**src/sv/iscc_pkg.sv**
```systemverilog
// ----------------------------------------------------------------------------
// iscc_pkg
// Shared widths, codes and reset values for the integral speed controller.
// ----------------------------------------------------------------------------
package iscc_pkg;

  localparam int SpeedBits = 16;
  localparam int GainW     = 4;
  localparam int LimW      = 10;
  localparam int IntW      = 11;
  localparam int ModeW     = 2;
  localparam int MarkW     = 2;
  localparam int CfgIdxW   = 2;

  localparam int DiffW     = SpeedBits + 1;
  localparam int ProdW     = DiffW + GainW;
  localparam int AccW      = ProdW + 1;

  localparam int InDataW   = ((2 * SpeedBits + 7) / 8) * 8;
  localparam int OutDataW  = ((ModeW + IntW + 7) / 8) * 8;

  localparam logic [ModeW-1:0] ModeStop = 2'd0;
  localparam logic [ModeW-1:0] ModeFwd  = 2'd1;
  localparam logic [ModeW-1:0] ModeBwd  = 2'd2;

  localparam logic [MarkW-1:0] MarkUnknown = 2'd0;
  localparam logic [MarkW-1:0] MarkFwd     = 2'd1;
  localparam logic [MarkW-1:0] MarkBwd     = 2'd2;

  localparam logic [CfgIdxW-1:0] CfgGain  = 2'd0;
  localparam logic [CfgIdxW-1:0] CfgLimit = 2'd1;
  localparam logic [CfgIdxW-1:0] CfgHold  = 2'd2;

  localparam logic [GainW-1:0] GainRst  = 4'd1;
  localparam logic [LimW-1:0]  LimitRst = 10'd512;
  localparam logic [LimW-1:0]  HoldRst  = 10'd230;

endpackage

```
**src/sv/integral_speed_control_hysteresis.sv**
```systemverilog
// ----------------------------------------------------------------------------
// integral_speed_control_hysteresis
// Integral speed controller with clamp and reversal hold, one sample per cycle while m_axis accepts.
// ----------------------------------------------------------------------------
// Usage:
//   s_axis carries one sample per transaction: target and measured speed.
//   m_axis returns one drive command per sample: motor mode and signed duty.
//   cfg writes gain (index 0), duty limit (index 1) and hold threshold
//   (index 2); cfg_ready_o is always high. Write only while idle.
//   A zero target clears the integral and returns stop with zero duty.
//   Samples pass through an input register, then the result register,
//   with the integrate, clamp and direction select between them.
//   Throughput is one sample per cycle while m_axis accepts, set by the
//   update of the integral and direction mark at the result register load.
//   When m_axis stalls, the result register holds and the input register
//   fills; s_axis_tready_o drops only when both are occupied.
//   Reset clears the integral and mark, loads the default registers
//   (gain 1, limit 512, hold 230) and empties both stages.
// ----------------------------------------------------------------------------
module integral_speed_control_hysteresis (
  input  logic                           clk_i,
  input  logic                           rst_ni,
  input  logic                           s_axis_tvalid_i,
  output logic                           s_axis_tready_o,
  // [15:0] target_speed, [31:16] measured_speed
  input  logic [iscc_pkg::InDataW-1:0]   s_axis_tdata_i,
  output logic                           m_axis_tvalid_o,
  input  logic                           m_axis_tready_i,
  // [1:0] motor_mode, [12:2] duty, [15:13] zero
  output logic [iscc_pkg::OutDataW-1:0]  m_axis_tdata_o,
  input  logic                           cfg_valid_i,
  output logic                           cfg_ready_o,
  input  logic [iscc_pkg::CfgIdxW-1:0]   cfg_addr_i,
  input  logic [iscc_pkg::LimW-1:0]      cfg_wdata_i
);
  import iscc_pkg::*;

  logic [GainW-1:0]            gain_q;
  logic [LimW-1:0]             lim_q;
  logic [LimW-1:0]             thr_q;

  logic                        in_valid_q;
  logic signed [SpeedBits-1:0] tgt_q;
  logic signed [SpeedBits-1:0] meas_q;

  logic                        out_valid_q;
  logic [ModeW-1:0]            out_mode_q;
  logic signed [IntW-1:0]      out_duty_q;

  logic signed [IntW-1:0]      integral_q, integral_d;
  logic [MarkW-1:0]            mark_q, mark_d;

  logic                        out_load;
  logic                        in_take;

  logic signed [DiffW-1:0]     diff;
  logic signed [ProdW-1:0]     prod;
  logic signed [AccW-1:0]      acc_raw, acc_fin, duty_fin;
  logic signed [AccW-1:0]      lim_s, thr_s;
  logic [ModeW-1:0]            mode_d;

  assign cfg_ready_o     = 1'b1;
  assign out_load        = in_valid_q && (!out_valid_q || m_axis_tready_i);
  assign s_axis_tready_o = !in_valid_q || out_load;
  assign in_take         = s_axis_tvalid_i && s_axis_tready_o;

  assign m_axis_tvalid_o = out_valid_q;
  assign m_axis_tdata_o  = {(OutDataW - ModeW - IntW)'(0), out_duty_q, out_mode_q};

  assign diff    = DiffW'(meas_q) - DiffW'(tgt_q);
  assign prod    = $signed({{(ProdW - GainW){1'b0}}, gain_q}) * ProdW'(diff);
  assign acc_raw = AccW'(integral_q) - AccW'(prod);
  assign lim_s   = $signed({{(AccW - LimW){1'b0}}, lim_q});
  assign thr_s   = $signed({{(AccW - LimW){1'b0}}, thr_q});

  always_comb begin
    acc_fin  = acc_raw;
    duty_fin = '0;
    mode_d   = ModeStop;
    mark_d   = mark_q;
    priority if (tgt_q == '0) begin
      acc_fin = '0;
    end else if (acc_raw > 0) begin
      if (acc_raw > lim_s) begin
        acc_fin = lim_s;
      end
      priority if (mark_q != MarkBwd) begin
        mark_d = MarkFwd;
        mode_d = ModeFwd;
      end else if (acc_fin < thr_s) begin
        acc_fin = thr_s;
        mode_d  = ModeBwd;
      end else begin
        mark_d = MarkFwd;
        mode_d = ModeFwd;
      end
      duty_fin = acc_fin;
    end else begin
      if (acc_raw < -lim_s) begin
        acc_fin = -lim_s;
      end
      priority if (mark_q != MarkFwd) begin
        mark_d   = MarkBwd;
        mode_d   = ModeBwd;
        duty_fin = -acc_fin;
      end else if (acc_fin < -thr_s) begin
        acc_fin  = -thr_s;
        mode_d   = ModeBwd;
        duty_fin = thr_s;
      end else begin
        mode_d   = ModeFwd;
        duty_fin = acc_fin;
      end
    end
  end

  assign integral_d = acc_fin[IntW-1:0];

  always_ff @(posedge clk_i or negedge rst_ni) begin
    if (!rst_ni) begin
      gain_q <= GainRst;
      lim_q  <= LimitRst;
      thr_q  <= HoldRst;
    end else if (cfg_valid_i) begin
      unique case (cfg_addr_i)
        CfgGain:  gain_q <= cfg_wdata_i[GainW-1:0];
        CfgLimit: lim_q  <= cfg_wdata_i;
        CfgHold:  thr_q  <= cfg_wdata_i;
        default:  ;
      endcase
    end
  end

  always_ff @(posedge clk_i or negedge rst_ni) begin
    if (!rst_ni) begin
      in_valid_q  <= 1'b0;
      out_valid_q <= 1'b0;
      integral_q  <= '0;
      mark_q      <= MarkUnknown;
    end else begin
      if (in_take) begin
        in_valid_q <= 1'b1;
      end else if (out_load) begin
        in_valid_q <= 1'b0;
      end
      if (out_load) begin
        out_valid_q <= 1'b1;
        integral_q  <= integral_d;
        mark_q      <= mark_d;
      end else if (m_axis_tready_i) begin
        out_valid_q <= 1'b0;
      end
    end
  end

  always_ff @(posedge clk_i) begin
    if (in_take) begin
      tgt_q  <= s_axis_tdata_i[SpeedBits-1:0];
      meas_q <= s_axis_tdata_i[2*SpeedBits-1:SpeedBits];
    end
    if (out_load) begin
      out_mode_q <= mode_d;
      out_duty_q <= duty_fin[IntW-1:0];
    end
  end

endmodule

```
**config.mk**
```make
export PLATFORM = sky130hd
export DESIGN_NAME = integral_speed_control_hysteresis
export DESIGN_NICKNAME = d
export VERILOG_FILES = /design/src/sv/iscc_pkg.sv /design/src/sv/integral_speed_control_hysteresis.sv
export SDC_FILE = /design/constraint.sdc
export NUM_CORES = 1
export LEC_CHECK = 0
export BUFFER_PORTS_ARGS = -buffer_cell sky130_fd_sc_hd__buf_2
export CAP_MARGIN = 25
export CORE_AREA = 2 2 112 196
export DETAILED_ROUTE_END_ITERATION = 10
export DIE_AREA = 0 0 114 198
export GPL_ROUTABILITY_DRIVEN = 0
export PLACE_DENSITY = 0.68
export SLEW_MARGIN = 20
export SYNTH_ARGS = -nofsm -noshare
export SYNTH_HDL_FRONTEND = slang
export SYNTH_SLANG_ARGS = --single-unit
```
**constraint.sdc**
```tcl
create_clock -name clk_i -period 31.9 [get_ports clk_i]
set_input_delay 0 -clock clk_i [delete_from_list [all_inputs] [get_ports clk_i]]
set_output_delay 0 -clock clk_i [all_outputs]
set_load 0.005 [all_outputs]
```
; Word level (Yosys, flattened, before mapping)
; Index checks and enable logic that the tools add are counted.
; Widths: inputs -> output; s select.
[totals]
wordCells = 71
out_inout_bits = 19
regBits = 84
[classes]
magnitude_cmp = 5
add_sub_neg = 5
n_bitwise = 1
muxes = 28
reduce_logical = 15
eq_ne = 5
n_mul = 1
[ops]
columns = op, n
row1 = $mux 22, 6
row2 = $mux 11, 9
row3 = $lt 22x22->1, 2
row4 = $neg 10->22, 2
row5 = $gt 22x1->1 const B, 1
row6 = $gt 22x11->1, 1
row7 = $lt 22x11->1, 1
row8 = $sub 11x21->22, 1
row9 = $mul 5x17->21, 1
row10 = $mux 2, 9
row11 = $sub 16x16->17, 1
row12 = $logic_not 16->1, 1
row13 = $neg 11->11, 1
row14 = $reduce_and 2->1, 3
row15 = $reduce_bool 2->1, 3
row16 = $mux 1, 4
row17 = $reduce_and 4->1, 1
row18 = $ne 3x3->1 const B, 1
row19 = $eq 2x1->1 const B, 1
row20 = $eq 2x2->1 const B, 1
row21 = $logic_and 1x1->1, 2
row22 = $logic_not 1->1, 2
row23 = $logic_not 2->1, 1
row24 = $logic_or 1x1->1, 2
row25 = 3 further kinds, 3

; Longest topological paths before layout
[depth]
depth_word = 12
depth_mapped = 60

; Worst setup path after synthesis
; No wires, ideal clock.
[synth_timing]
kind = register -> register
startpoint = register tgt_q[0]
endpoint = register out_duty_q[9] (data pin)
path_slack_ns = 21.028
t_arrival_ns = 10.600
n_path_buf = 4
path_stages_with_launch = 56
required_ns = 31.628
setup_ns = 0.272
cell_sequence = edfxtp_1 ha_1 fa_1 nor2b_1 o21ai_0 a21boi_0 o21ai_0 a21boi_0 o21ai_0 a21oi_1 or3_1 a21oi_1 xnor2_1 and2_1 ha_1 fa_1 inv_1 fa_1 [... 20 more ...] clkbuf_1 and2_1 clkbuf_1 nor2_1 ha_1 a21o_1 a21oi_1 nor2b_1 o21ai_0 nand2b_1 a21oi_1 o21bai_1 a41oi_1 o21ai_2 mux2i_4 buf_6 mux2i_1 a211oi_2
[synth_between]
elab_chain_cells = 11
[synth_lines]
columns = item, line_no
row1 = start: declaration, integral_speed_control_hysteresis.sv:43  ; logic signed [SpeedBits-1:0] tgt_q;
row2 = start signal: assignment, integral_speed_control_hysteresis.sv:158  ; tgt_q <= s_axis_tdata_i[SpeedBits-1:0];
row3 = $sub 16x16->17, integral_speed_control_hysteresis.sv:70  ; assign diff = DiffW'(meas_q) - DiffW'(tgt_q);
row4 = $mul 5x17->21, integral_speed_control_hysteresis.sv:71  ; assign prod = $signed({{(ProdW - GainW){1'b0}}, gain_q}) * ProdW'(diff);
row5 = $sub 11x21->22, integral_speed_control_hysteresis.sv:72  ; assign acc_raw = AccW'(integral_q) - AccW'(prod);
row6 = $lt 22x22->1 / $gt 22x11->1 (equally long branches), "integral_speed_control_hysteresis.sv:99, integral_speed_control_hysteresis.sv:84"
row7 = $mux 22 (on tied branches), "integral_speed_control_hysteresis.sv:99, integral_speed_control_hysteresis.sv:84"
row8 = $mux 22, integral_speed_control_hysteresis.sv:83  ; end else if (acc_raw > 0) begin
row9 = $mux 22, integral_speed_control_hysteresis.sv:81  ; priority if (tgt_q == '0) begin
row10 = $lt 22x22->1 / $lt 22x11->1 (equally long branches), "integral_speed_control_hysteresis.sv:106, integral_speed_control_hysteresis.sv:90"
row11 = $mux 11 (on tied branches), "integral_speed_control_hysteresis.sv:106, integral_speed_control_hysteresis.sv:90"
row12 = $mux 11 (on tied branches), "integral_speed_control_hysteresis.sv:102, integral_speed_control_hysteresis.sv:87"
row13 = $mux 11, integral_speed_control_hysteresis.sv:83
row14 = end signal: assignment, integral_speed_control_hysteresis.sv:163  ; out_duty_q <= duty_fin[IntW-1:0];
row15 = end: declaration, integral_speed_control_hysteresis.sv:48  ; logic signed [IntW-1:0] out_duty_q;
; Parallel ways exist; a longest one is shown, timed or not. The select of a mux whose other input is x is not followed.
; A chain may end at the register's enable or synchronous reset.

; Final worst setup path
[layout_timing]
startpoint = register tgt_q[0]
endpoint = register out_duty_q[6] (data pin)
; The elaborated chain is that of the path after synthesis.

==> results.yml <==
status:
  outcome: "completed"
timing:
  period_share_pct: 39.3
  clock_skew_ps: 11.6
  maxSlewViolCount: 0
  rsz0062_at_grt: "no"
  hold_violations: 0
  tns_ps: 0
  worst_pin_slew_ps: 952
  setup_violations: 0
  clock.fmax_mhz: 79.8
  slew_headroom_pct: 36.6
  finalCriticalPeriod_ps: 12530
final_layout:
  drive_above_1_share_pct: 12.5
  nNetsFinal: 1534
  diodes: 0
  synthToLayoutAreaGrowth_pct: 11.9
  mostFrequentLayoutCell: "inv_1"
  mostFrequentLayoutCells: "inv_1, ha_1, nor2_1, nand2_1, buf_2"
setup_path:
  crit_fanout: 24
  cp.required_ps: 32100
  arrival_ps: 12720
  timing.critical_path.depth: 47
  critPathBufInv: 3
  crit_family: "compound AO/OA/AOI/OAI gates"
  end_kind: "flop"
  worstSetupStartpointType: "flop"
  slowest_delay_ps: 670
  cp_slowest_cell: "mux2i_4"
  path_class: "reg2reg"
  r2r_cells: 47
global_route:
  antenna_found_initial: 0
  grt_pass1_vias: 9574
  grt_start_max_net_pins: 40
  grt_first_pass_wirelength_um: 46000
  grt_overflow: 0
  grt_usage_pct: 26.1
routing:
  wire_per_inst_um: 17.9
  wl_um: 28200
  vias: 9266
  firstDrtPassIters: 7
  initialDrtViolationCount: 454
  drc: 0
  postRouteAntennaNets: 0
  vias_per_cell: 5.89
synth:
  yosysSeqAreaShare_pct: 22.1
  async_flop_share_pct: 46.4
  ys_ff_latch: 84
  postSynthCellCount: 1225
  yosysWarnings: 0
  synth_top_cells_by_area: "ha_1, edfxtp_1, dfrtp_1"
  synth.distinct_cells: 92
  synth-edff-count: 45
  postSynthAreaPerCell_um2: 8.63
  synthFlopType: "edfxtp_1"
  synth_top_cell_by_area: "ha_1"
  synth.cell_area_um2: 10600
  yosysTopAreaCellShare_pct: 16.1
hold_path:
  hold_path_depth: 3
  hold_path_class: "in2reg"
clock_network:
  cts_setup_buffers: 0
  path_clk_slew_ps: 70
  cts.htree.levels: 3
  clk_latency_ps: 370
  cts_buffers: 9
  ctsLongestPathBuffers: 2
  cts_tree: "done"
  clk_root_buffer_cell: "clkbuf_16"
  clock-sinks: 84
floorplan:
  fp.dieArea_um2: 22600
  start_util_pct: 50.0
  fp.coreArea_um2: 21100
  num_rows: 71
  fp.dieW_um: 114
  io_pins: 68
  die_h_um: 198
job:
  maxCapViolCount: 0
placed_design:
  io_buffers: 63
  hpwl_um: 22500
layout make-up:
| class | instances | area (µm²) |
|---|---|---|
| fillers | 1972 | 9310 |
| multi-input cells | 948 | 7450 |
| flip-flops and latches | 84 | 2340 |
| repair buffers | 114 | 833 |
| inverters | 156 | 586 |
| well taps | 255 | 319 |
| clock buffers | 14 | 290 |
| clock inverters | 2 | 13.8 |
per-layer routing:
metal  wire [µm]  up-vias  GRT usage, %
met1        9730     4337          25.3
met2       15100      314          49.5
met5           0        -             0
li1            -     4486             -
met3        1190      129          3.67
met4        2180        0          18.0
logic make-up after synthesis:
| group | Yosys count | synth area share (%) |
|---|---|---|
| DFF | 84 | 22.1 |
| xor gates and xnor gates | 57 | 4.72 |
| buffers and inverters | 195 | 7.45 |
| and+or+nand+nor | 401 | 19.6 |
| adders and majority gates | 173 | 23.0 |
| other | 2 | 0.0711 |
| AOI/OAI and AO/OA | 264 | 17.8 |
| muxes | 49 | 5.21 |
sequential cells by signal, summed over array words and instances (netlist names):
register,cells
gain_q,4
in_valid_q,1
integral_q,11
lim_q,10
m_axis_tvalid_o,1
mark_q,2
meas_q,16
out_duty_q,11
out_mode_q,2
tgt_q,16
thr_q,10
cell usage after synthesis (5+ instances only):
cell,number
mux2i_1,16
a211oi_1,14
o21a_1,14
dfstp_2,7
buf_2,5
a21o_1,21
a21oi_1,55
inv_1,156
nor2b_1,22
clkbuf_1,24
nand2b_1,16
and3_1,8
xor2_1,17
edfxtp_1,45
nor3b_1,6
o2111ai_1,5
fa_1,36
ha_1,136
nor3_1,30
dfrtp_1,32
mux2_2,30
nand4_1,13
o211ai_1,5
a31oi_1,9
or2_2,9
or3_1,10
and2_1,49
nor4_1,14
buf_4,5
o21ai_1,8
o31a_1,6
nand2_1,87
o21ai_0,53
a21boi_0,7
nor2_1,90
xnor2_1,40
nand3_1,24
metrics by stage:
step | utilization [%] | instance area (µm²) | worst slack (ps) | hold slack (ps) | std cells
global placement | 52.2 | 11000 | 19850 | 176 | 1510
CTS | 55.8 | 11800 | 19460 | 66.6 | 1572
finish | 55.9 | 11800 | 19370 | 69.3 | 1573
detailed placement | 52.2 | 11000 | 19530 | 178 | 1510
global route | 55.9 | 11800 | 17940 | 97.1 | 1573
floorplan | - | 10600 | 21030 | -296 | 1227
worst min-delay path, delay by kind of cell:
kind,cells,cell delay [ps]
simple gates,1,80
mux,1,230
buf+inv,1,90
worst paths after layout:
| kind | start | end | slack, ps |
|---|---|---|---|
| worst max-delay path | tgt_q[0] | out_duty_q[6] | 19370 |
| worst min-delay path | cfg_addr_i[0] | gain_q[1] | 70 |
| worst max register to register | tgt_q[0] | out_duty_q[6] | 19370 |
| worst min register to register | in_valid_q | m_axis_tvalid_o | 500 |
| max in group asynchronous | rst_ni | lim_q[9] | 31140 |
| min in group asynchronous | rst_ni | integral_q[3] | 160 |
timing repair:
item,in CTS,in global routing
hold endpoints to repair,90,0
resized for setup,0,0
hold buffers,46,0
Power is not shown: default switching activity piles up to over one toggle a cycle in this logic, so the estimate is an artifact.
